--- src/hw/rtl/htpd_pkg.sv ---
// Shared types and character constants for the hex text profile decoder.
package htpd_pkg;

    // Result status codes
    typedef enum logic [1:0] {
        ST_DATA   = 2'd0,
        ST_BADLEN = 2'd1,
        ST_NODATA = 2'd2
    } t_status;

    // Characters the parser reacts to
    localparam logic [7:0] CH_NUL  = 8'h00;
    localparam logic [7:0] CH_TAB  = 8'h09;
    localparam logic [7:0] CH_NL   = 8'h0A;
    localparam logic [7:0] CH_VT   = 8'h0B;
    localparam logic [7:0] CH_FF   = 8'h0C;
    localparam logic [7:0] CH_CR   = 8'h0D;
    localparam logic [7:0] CH_SP   = 8'h20;
    localparam logic [7:0] CH_0    = 8'h30;
    localparam logic [7:0] CH_9    = 8'h39;
    localparam logic [7:0] CH_A_LO = 8'h61;
    localparam logic [7:0] CH_F_LO = 8'h66;

    // Input beat as held in the input register
    typedef struct packed {
        logic [7:0] text_char;
        logic       first_char;
        logic       end_of_text;
    } t_beat;

    // One parser result; valid marks that the beat produced an output
    typedef struct packed {
        logic       valid;
        logic [7:0] decoded_byte;
        t_status    status;
        logic       last_result;
    } t_result;

endpackage

--- src/hw/rtl/htpd_in_if.sv ---
// Input channel: one text character per beat.
interface htpd_in_if;
    logic       valid;
    logic       ready;
    logic [7:0] text_char;
    logic       first_char;
    logic       end_of_text;

    modport source (output valid, output text_char, output first_char,
                    output end_of_text, input ready);
    modport sink   (input valid, input text_char, input first_char,
                    input end_of_text, output ready);
endinterface

--- src/hw/rtl/htpd_out_if.sv ---
// Output channel: one decoded byte or error result per beat.
interface htpd_out_if;
    logic       valid;
    logic       ready;
    logic [7:0] decoded_byte;
    logic [1:0] status;
    logic       last_result;

    modport source (output valid, output decoded_byte, output status,
                    output last_result, input ready);
    modport sink   (input valid, input decoded_byte, input status,
                    input last_result, output ready);
endinterface

--- src/hw/rtl/htpd_parser.sv ---
// Parser state machine: header scan, byte count and hex digit pairing.
module htpd_parser #(
    parameter int unsigned MAX_PROFILE_BYTES = 65536
) (
    input  logic             i_clk,
    input  logic             i_rst_n,
    input  logic             i_fire,
    input  htpd_pkg::t_beat  i_beat,
    output htpd_pkg::t_result o_result
);
    import htpd_pkg::*;

    localparam int CW = $clog2(MAX_PROFILE_BYTES + 1);
    localparam logic [CW+3:0] MAX_WIDE = (CW+4)'(MAX_PROFILE_BYTES);

    typedef enum logic [2:0] {
        PH_IDLE, PH_FINDNL, PH_SKIPWS, PH_PRE, PH_DIGITS, PH_TODELIM, PH_DATA
    } t_phase;

    t_phase        r_phase, n_phase;
    logic [CW-1:0] r_count_accum, n_count_accum;
    logic          r_count_ovf, n_count_ovf;
    logic [CW-1:0] r_bytes_left, n_bytes_left;
    logic          r_nibble_odd, n_nibble_odd;
    logic [3:0]    r_high_nibble, n_high_nibble;

    logic [7:0]    w_c;
    logic          w_is_digit;
    logic          w_is_hex;
    logic          w_is_delim;
    logic [3:0]    w_nib;
    logic [CW+3:0] w_acc_next;
    t_phase        w_cnt_phase;
    logic          w_do_count;
    logic          w_err;
    t_status       w_err_code;
    logic          w_have_byte;
    logic          w_last;
    logic [CW-1:0] w_bl_dec;

    assign w_c        = i_beat.text_char;
    assign w_is_delim = (w_c == CH_SP) || (w_c == CH_NL);

    // Character class and nibble value
    always_comb begin
        w_is_digit = 1'b0;
        w_is_hex   = 1'b0;
        w_nib      = 4'd0;
        if (w_c inside {[CH_0:CH_9]}) begin
            w_is_digit = 1'b1;
            w_is_hex   = 1'b1;
            w_nib      = 4'(w_c - CH_0);
        end else if (w_c inside {[CH_A_LO:CH_F_LO]}) begin
            w_is_hex = 1'b1;
            w_nib    = 4'(w_c - CH_A_LO + 8'd10);
        end
    end

    // Decimal shift-add: accum * 10 + digit
    assign w_acc_next = ({4'b0, r_count_accum} << 3) + ({4'b0, r_count_accum} << 1)
                      + (CW+4)'(w_nib);
    assign w_bl_dec   = r_bytes_left - CW'(1);

    // Next state and result
    always_comb begin
        n_phase       = r_phase;
        n_count_accum = r_count_accum;
        n_count_ovf   = r_count_ovf;
        n_bytes_left  = r_bytes_left;
        n_nibble_odd  = r_nibble_odd;
        n_high_nibble = r_high_nibble;
        w_err         = 1'b0;
        w_err_code    = ST_DATA;
        w_have_byte   = 1'b0;
        w_last        = 1'b0;
        w_cnt_phase   = (r_phase == PH_SKIPWS) ? PH_PRE : r_phase;
        w_do_count    = 1'b0;

        if (i_fire) begin
            if (i_beat.first_char) begin
                n_phase       = PH_FINDNL;
                n_count_accum = '0;
                n_count_ovf   = 1'b0;
                n_bytes_left  = '0;
                n_nibble_odd  = 1'b0;
                n_high_nibble = 4'd0;
            end else begin
                case (r_phase)
                    PH_IDLE: begin
                    end
                    PH_FINDNL: begin
                        if (w_c == CH_NUL) begin
                            w_err      = 1'b1;
                            w_err_code = ST_NODATA;
                        end else if (w_c == CH_NL) begin
                            n_phase = PH_SKIPWS;
                        end
                    end
                    PH_SKIPWS: begin
                        w_do_count = !((w_c == CH_NUL) || w_is_delim);
                        if (w_do_count) begin
                            n_phase = PH_PRE;
                        end
                    end
                    PH_PRE, PH_DIGITS, PH_TODELIM: begin
                        w_do_count = 1'b1;
                    end
                    PH_DATA: begin
                        if (w_is_hex) begin
                            if (!r_nibble_odd) begin
                                n_high_nibble = w_nib;
                                n_nibble_odd  = 1'b1;
                            end else begin
                                n_nibble_odd = 1'b0;
                                w_have_byte  = 1'b1;
                                if (r_bytes_left != '0) begin
                                    n_bytes_left = w_bl_dec;
                                end
                                if (r_bytes_left <= CW'(1)) begin
                                    w_last  = 1'b1;
                                    n_phase = PH_IDLE;
                                end
                            end
                        end else if (w_c == CH_NUL) begin
                            w_err      = 1'b1;
                            w_err_code = ST_NODATA;
                        end
                    end
                    default: begin
                    end
                endcase

                // Byte count field
                if (w_do_count) begin
                    if (w_c == CH_NUL) begin
                        w_err      = 1'b1;
                        w_err_code = ST_NODATA;
                    end else if (w_is_delim) begin
                        if (r_count_ovf || (r_count_accum == '0)) begin
                            w_err      = 1'b1;
                            w_err_code = ST_BADLEN;
                        end else begin
                            n_bytes_left = r_count_accum;
                            n_nibble_odd = 1'b0;
                            n_phase      = PH_DATA;
                        end
                    end else if (w_cnt_phase == PH_PRE || w_cnt_phase == PH_DIGITS) begin
                        if (w_is_digit) begin
                            if (!r_count_ovf) begin
                                if (w_acc_next > MAX_WIDE) begin
                                    n_count_ovf = 1'b1;
                                end else begin
                                    n_count_accum = w_acc_next[CW-1:0];
                                end
                            end
                            n_phase = PH_DIGITS;
                        end else if (w_cnt_phase == PH_DIGITS) begin
                            n_phase = PH_TODELIM;
                        end else if (w_c inside {CH_TAB, CH_VT, CH_FF, CH_CR}) begin
                            n_phase = PH_PRE;
                        end else begin
                            // sign or junk before the number: count becomes zero
                            n_count_accum = '0;
                            n_phase       = PH_TODELIM;
                        end
                    end
                end
            end

            // Text ended before decoding finished
            if (!w_err && i_beat.end_of_text && (n_phase != PH_IDLE)) begin
                w_err      = 1'b1;
                w_err_code = ST_NODATA;
            end
            if (w_err) begin
                n_phase = PH_IDLE;
            end
        end
    end

    // Result toward the output register
    always_comb begin
        o_result.valid        = i_fire && (w_err || w_have_byte);
        o_result.decoded_byte = w_err ? 8'd0 : {r_high_nibble, w_nib};
        o_result.status       = w_err ? w_err_code : ST_DATA;
        o_result.last_result  = w_err || w_last;
    end

    // Parser state
    always_ff @(posedge i_clk) begin
        if (!i_rst_n) begin
            r_phase       <= PH_IDLE;
            r_count_accum <= '0;
            r_count_ovf   <= 1'b0;
            r_bytes_left  <= '0;
            r_nibble_odd  <= 1'b0;
            r_high_nibble <= 4'd0;
        end else begin
            r_phase       <= n_phase;
            r_count_accum <= n_count_accum;
            r_count_ovf   <= n_count_ovf;
            r_bytes_left  <= n_bytes_left;
            r_nibble_odd  <= n_nibble_odd;
            r_high_nibble <= n_high_nibble;
        end
    end

    // Final byte or error always leaves the parser idle
    a_last_to_idle: assert property (@(posedge i_clk) disable iff (!i_rst_n)
        o_result.valid && o_result.last_result |=> r_phase == PH_IDLE)
        else $error("parser not idle after final result");

    // Decoding never runs with no bytes left
    a_data_has_bytes: assert property (@(posedge i_clk) disable iff (!i_rst_n)
        r_phase == PH_DATA |-> r_bytes_left != '0)
        else $error("data phase with zero bytes left");

    // Accumulated count stays within the bound
    a_count_bound: assert property (@(posedge i_clk) disable iff (!i_rst_n)
        {4'b0, r_count_accum} <= MAX_WIDE)
        else $error("byte count above bound");

endmodule

--- src/hw/rtl/hex_text_profile_decoder.sv ---
// A beat goes from the input register through the parser, and its result lands in the output register.
// Throughput: one character per cycle when not stalled; input refills while a result waits.
// The output register stalls only the input register, so one beat is held on backpressure.
// The parser step is a single pass of header, count and hex-pair logic per character.
// Reset (synchronous, active low) empties both registers and returns the parser to idle.
module hex_text_profile_decoder #(
    parameter int unsigned MAX_PROFILE_BYTES = 65536
) (
    input  logic        i_clk,
    input  logic        i_rst_n,
    htpd_in_if.sink     i_in,
    htpd_out_if.source  o_out
);
    import htpd_pkg::*;

    logic    r_in_valid;
    t_beat   r_in_beat;
    logic    r_out_valid;
    t_result r_out;
    t_result w_result;
    logic    w_advance;
    logic    w_in_ready;

    // Pipeline flow: parse the held beat when the output register can take it
    assign w_advance  = !r_out_valid || o_out.ready;
    assign w_in_ready = !r_in_valid || w_advance;
    assign i_in.ready = w_in_ready;

    htpd_parser #(
        .MAX_PROFILE_BYTES(MAX_PROFILE_BYTES)
    ) u_parser (
        .i_clk   (i_clk),
        .i_rst_n (i_rst_n),
        .i_fire  (r_in_valid && w_advance),
        .i_beat  (r_in_beat),
        .o_result(w_result)
    );

    // Valid flags
    always_ff @(posedge i_clk) begin
        if (!i_rst_n) begin
            r_in_valid  <= 1'b0;
            r_out_valid <= 1'b0;
        end else begin
            if (w_in_ready) begin
                r_in_valid <= i_in.valid;
            end
            if (w_advance) begin
                r_out_valid <= w_result.valid;
            end
        end
    end

    // Payload registers
    always_ff @(posedge i_clk) begin
        if (i_in.valid && w_in_ready) begin
            r_in_beat.text_char   <= i_in.text_char;
            r_in_beat.first_char  <= i_in.first_char;
            r_in_beat.end_of_text <= i_in.end_of_text;
        end
        if (w_advance) begin
            r_out <= w_result;
        end
    end

    assign o_out.valid        = r_out_valid;
    assign o_out.decoded_byte = r_out.decoded_byte;
    assign o_out.status       = r_out.status;
    assign o_out.last_result  = r_out.last_result;

    // Error results carry last and a zero byte
    a_err_form: assert property (@(posedge i_clk) disable iff (!i_rst_n)
        r_out_valid && (r_out.status != ST_DATA)
            |-> r_out.last_result && (r_out.decoded_byte == 8'd0))
        else $error("malformed error result");

    // A held beat is not dropped or changed while the output stalls
    a_in_hold: assert property (@(posedge i_clk) disable iff (!i_rst_n)
        r_in_valid && !w_advance |=> r_in_valid && $stable(r_in_beat))
        else $error("held input beat lost");

endmodule
--- src/flat_wrapper.sv ---
// flat-port wrapper written by rule: the top's interface ports become plain ports
module hex_text_profile_decoder_flat import htpd_pkg::*;
#(
    parameter int unsigned MAX_PROFILE_BYTES = 65536
)
  (i_clk, i_rst_n, i_in_valid, i_in_text_char, i_in_first_char, i_in_end_of_text, i_in_ready, o_out_valid, o_out_decoded_byte, o_out_status, o_out_last_result, o_out_ready);
  htpd_in_if i_in_i ();
  htpd_out_if o_out_i ();
  input  logic i_clk;
  input  logic i_rst_n;
  input wire logic [$bits(i_in_i.valid)-1:0] i_in_valid;
  input wire logic [$bits(i_in_i.text_char)-1:0] i_in_text_char;
  input wire logic [$bits(i_in_i.first_char)-1:0] i_in_first_char;
  input wire logic [$bits(i_in_i.end_of_text)-1:0] i_in_end_of_text;
  output wire logic [$bits(i_in_i.ready)-1:0] i_in_ready;
  output wire logic [$bits(o_out_i.valid)-1:0] o_out_valid;
  output wire logic [$bits(o_out_i.decoded_byte)-1:0] o_out_decoded_byte;
  output wire logic [$bits(o_out_i.status)-1:0] o_out_status;
  output wire logic [$bits(o_out_i.last_result)-1:0] o_out_last_result;
  input wire logic [$bits(o_out_i.ready)-1:0] o_out_ready;
  assign i_in_i.valid = i_in_valid;
  assign i_in_i.text_char = i_in_text_char;
  assign i_in_i.first_char = i_in_first_char;
  assign i_in_i.end_of_text = i_in_end_of_text;
  assign i_in_ready = i_in_i.ready;
  assign o_out_valid = o_out_i.valid;
  assign o_out_decoded_byte = o_out_i.decoded_byte;
  assign o_out_status = o_out_i.status;
  assign o_out_last_result = o_out_i.last_result;
  assign o_out_i.ready = o_out_ready;
  hex_text_profile_decoder #(.MAX_PROFILE_BYTES(MAX_PROFILE_BYTES)) u_core (.i_clk(i_clk), .i_rst_n(i_rst_n), .i_in(i_in_i), .o_out(o_out_i));
endmodule
--- config.mk ---
export PLATFORM = sky130hd
export DESIGN_NAME = hex_text_profile_decoder_flat
export DESIGN_NICKNAME = d
export VERILOG_FILES = /design/src/hw/rtl/htpd_pkg.sv /design/src/hw/rtl/htpd_in_if.sv /design/src/hw/rtl/htpd_out_if.sv /design/src/hw/rtl/htpd_parser.sv /design/src/hw/rtl/hex_text_profile_decoder.sv /design/src/flat_wrapper.sv
export SDC_FILE = /design/constraint.sdc
export NUM_CORES = 1
export LEC_CHECK = 0
export BUFFER_PORTS_ARGS = -buffer_cell sky130_fd_sc_hd__buf_2
export CORE_ASPECT_RATIO = 0.75
export CORE_MARGIN = 2
export CORE_UTILIZATION = 45
export CTS_CLUSTER_SIZE = 24
export DETAILED_ROUTE_END_ITERATION = 7
export MAX_ROUTING_LAYER = met4
export SYNTH_ARGS = -nofsm -noshare
export SYNTH_HDL_FRONTEND = slang
export SYNTH_SLANG_ARGS = --single-unit
--- constraint.sdc ---
create_clock -name i_clk -period 4.6 [get_ports i_clk]
set_input_delay 0.46 -clock i_clk [delete_from_list [all_inputs] [get_ports i_clk]]
set_output_delay 0.46 -clock i_clk [all_outputs]
set_load 0.03 [all_outputs]
==> results.tsv <==
stage	metric	value	unit
run_status	status	finished, violations left	
run_status	failing checks	setup timing	
logic_synthesis	Synth Warn #	0	
logic_synthesis	Area contributors post-synth	dfxtp_1 (18%), edfxtp_1 (12%), ha_1 (9.8%)	
floorplanning	chip height	96.4	µm
place	placed cells	780	
logic_synthesis	area share of the largest cell type after synthesis	17.6	%
cells_and_area	Finished Layout Cells	814	
power_and_ir_drop	Worst VDD drop	0.000205	V
detailed_routing	post-route ant nets	0	
cells_and_area	commonest non-fill, non-tap cells in the layout	o21ai_0 (45), dfxtp_1 (45), buf_4 (43)	
global_route	first-pass GRT wire length	24600	µm
place	post-place setup slack	-0.340	ns
worst_setup_path	crit path kind	flip-flop to flip-flop	
logic_synthesis	library cells used by synthesis	74	
floorplanning	Initial Util	46.5	%
cells_and_area	final core utilization	56.3	%
logic_synthesis	Post-synth ARST share	0	%
detailed_routing	WL per Instance	19.1	µm
logic_synthesis	Mapped Cells	614	
floorplanning	I/O pin total	27	
logic_synthesis	prevailing post-synth register cell	dfxtp_1	
worst_setup_path	Crit. End Element	flip-flop	
timing	Final Setup Violations	18	
timing	setup TNS	-4.87	ns
place	Routability Congestion	0.952	
power_and_ir_drop	total power	1.36	mW
worst_setup_path	CP Max Fanout	7	
min_path	HP Class	primary input to flip-flop	
detailed_routing	DRT Pass-1 Iters	5	
global_route	initial antenna violation count	0	
worst_setup_path	Arr. time, crit path	5.17	ns
cells_and_area	Final nets	726	
timing	FMAX	0.204	GHz
cells_and_area	diodes inserted	0	
cells_and_area	register area	1530	µm²
floorplanning	row count	33	
min_path	Worst Hold End	u_core.r_in_beat[7]	
power_and_ir_drop	PwrDens	219	nW/µm²
logic_synthesis	number of synthesized flops with an enable pin	21	
logic_synthesis	flops & latches, synth	66	
min_path	Worst Hold Launch	i_in_text_char[5]	
timing	fin crit share	107	%
clock_tree	CTS Sinks	66	
min_path	hold path depth	1	
worst_setup_path	Reg2Reg Capture Point	u_core.u_parser.r_count_accum[2]	
timing	Fin Hold WS	0.305	ns
floorplanning	Core ar.	11000	µm²
timing	Slew @ Worst Pin	1.32	ns
cells_and_area	fill count	985	
clock_tree	clock-pin slew on the worst setup and hold paths	0.06	ns
cells_and_area	fraction of layout cells with a size suffix above 1	22.0	%
clock_tree	Clock Tree Root	clkbuf_16	
clock_tree	CTS tree	yes	
timing	min cycle time layout	4.90	ns
clock_tree	Num CTS Buffers	9	
detailed_routing	via count	5127	
global_route	pin count of the biggest net entering global routing	54	
clock_tree	CTS H-tree lvls	3	
logic_synthesis	syn_nets	670	
timing	PnR worst setup slack	-0.304	ns
worst_setup_path	Reg2Reg Depth	20	
detailed_routing	DRC violations left	0	
clock_tree	Skew-Pair Late Insertion Delay	0.33	ns
worst_setup_path	Buffers & Inverters on Critical Path	4	
worst_setup_path	Critical Path RT	4.87	ns
cells_and_area	multi-input logic area	3610	µm²
timing	clock skew	0.00669	ns
detailed_routing	Routed WL	15500	µm
place	Cell Area, Placed	5560	µm²
global_route	number of global-route vias before repair	4655	
timing	Max Slew Vio Count	0	
place	HPWL Detailed	11100	µm
logic_synthesis	mapped cell area	5120	µm²
cells_and_area	area delta synth->final	21.2	%
clock_tree	Clock Tree Buf Depth	2	
detailed_routing	initial drt markers	518	
logic_synthesis	Seq/Total Area, Yosys	29.9	%
worst_setup_path	worst path cell trace	inv_2 > ha_4 > o21bai_4 > a2111o_1 > nand2_2 > xnor2_2 > nand2_2 > fa_1 > fa_2 > buf_6 > or2b_1 > a21oi_2 > xor2_2 > or4_4 > nor4_4 > buf_4 > and4_4 > buf_6 > o211ai_1 > o211ai_2	
global_route	global route total overflow	0	
logic_synthesis	syn avg cell area	8.34	µm²
cells_and_area	fin area	6210	µm²
clock_tree	hold buffer count at CTS	0	
timing	final hold violations	0	
worst_setup_path	CP delay by family, top	simple AND/OR/NAND/NOR gates	
worst_setup_path	Critical R2R Launch	u_core.r_in_beat[3]	
worst_setup_path	CP max-delay cell	or4_4	
place	# port buffers	26	
job	max cap viols	0	
power_and_ir_drop	leakage	2.57	nW
logic_synthesis	cell taking the most area after synthesis	dfxtp_1	
timing	RSZ-0062 raised after global routing	true	
floorplanning	Die Area	12300	µm²
detailed_routing	drt via density	6.30	
worst_setup_path	crit-path max cell delay	0.52	ns
worst_setup_path	flop-to-flop setup slack	-0.30	ns
worst_setup_path	startpoint types	flip-flop	
floorplanning	Die X	127	µm
global_route	GR Util All Layers	26.3	%
timing	Slew headroom	11.4	%
==> kinds of logic after synthesis <==
group                      Yosys count  synth area share [%]
adders and majority gates           42                  10.5
AOI/OAI and AO/OA                  202                  27.1
DFF                                 66                  29.9
buffers and inverters               54                  4.40
muxes                                5                  1.03
and+or+nand+nor                    234                  25.1
xor gates and xnor gates            11                  1.88
==> per-layer routing <==
metal	GRT usage [%]	up-vias	share of wire, %
li1	-	2457	-
met1	37.4	2427	49
met2	37.6	209	42
met3	5.62	34	7.2
met4	7.69	0	1.7
met5	-	-	0
==> worst max-delay path by stage <==
stage	startpoint	end	cells past startpoint
floorplan	u_core.r_in_beat[3]	u_core.u_parser.r_count_accum[1]	19
global placement	u_core.r_in_beat[2]	u_core.u_parser.r_count_accum[0]	18
detailed placement	u_core.r_in_beat[2]	u_core.u_parser.r_count_accum[0]	19
CTS	u_core.r_in_beat[2]	u_core.u_parser.r_count_accum[0]	17
global route	u_core.r_in_beat[3]	u_core.u_parser.r_count_accum[7]	19
finish	u_core.r_in_beat[3]	u_core.u_parser.r_count_accum[2]	20
==> flip-flops by register name, indices dropped and copies added, names as in the netlist <==
register,flops
u_core.u_parser.r_phase,3
u_core.u_parser.r_count_ovf,1
u_core.u_parser.r_nibble_odd,1
u_core.u_parser.r_high_nibble,4
u_core.o_out.valid,1
u_core.u_parser.r_count_accum,17
u_core.u_parser.r_bytes_left,17
u_core.o_out.last_result,1
u_core.r_in_valid,1
u_core.o_out.decoded_byte,8
u_core.o_out.status,2
u_core.r_in_beat,10
==> Yosys cell counts, types with 5 or more instances <==
master     n
clkbuf_1  27
nor4_1     9
o21ai_0   47
o211ai_1  17
nand2_1   45
a22oi_1   14
a31oi_1    8
nor2_1    35
o311ai_0   7
nor2b_1   18
nand2b_1   8
edfxtp_1  21
inv_1     21
a21oi_1   43
nand3_1   29
nor3_1    21
and2_1    16
o21ai_1    5
xnor2_1    7
and3_1    15
ha_1      40
a21o_1     7
o211ai_2   7
dfxtp_1   45
==> report_power, final <==
part	total [mW]	internal, mW	switching, mW
sequential	0.621	0.610	0.0109
combinational	0.121	0.0509	0.0700
clock	0.621	0.375	0.246
total	1.36	1.04	0.327
==> final cells by class <==
class,instances,area share (%)
multi-input cells,494,58.1
flip-flops and latches,66,24.7
repair buffers,78,8.93
clock buffers,12,3.97
well taps,140,2.82
inverters,21,1.27
clock inverters,3,0.262
==> what timing repair did <==
action	4_1_cts	5_1_grt
pin swaps	17	33
setup buffers	16	4
resized for setup	14	36
endpoints found under the setup margin	18	18
cloned	1	0
(Power assumes the default switching activity.)
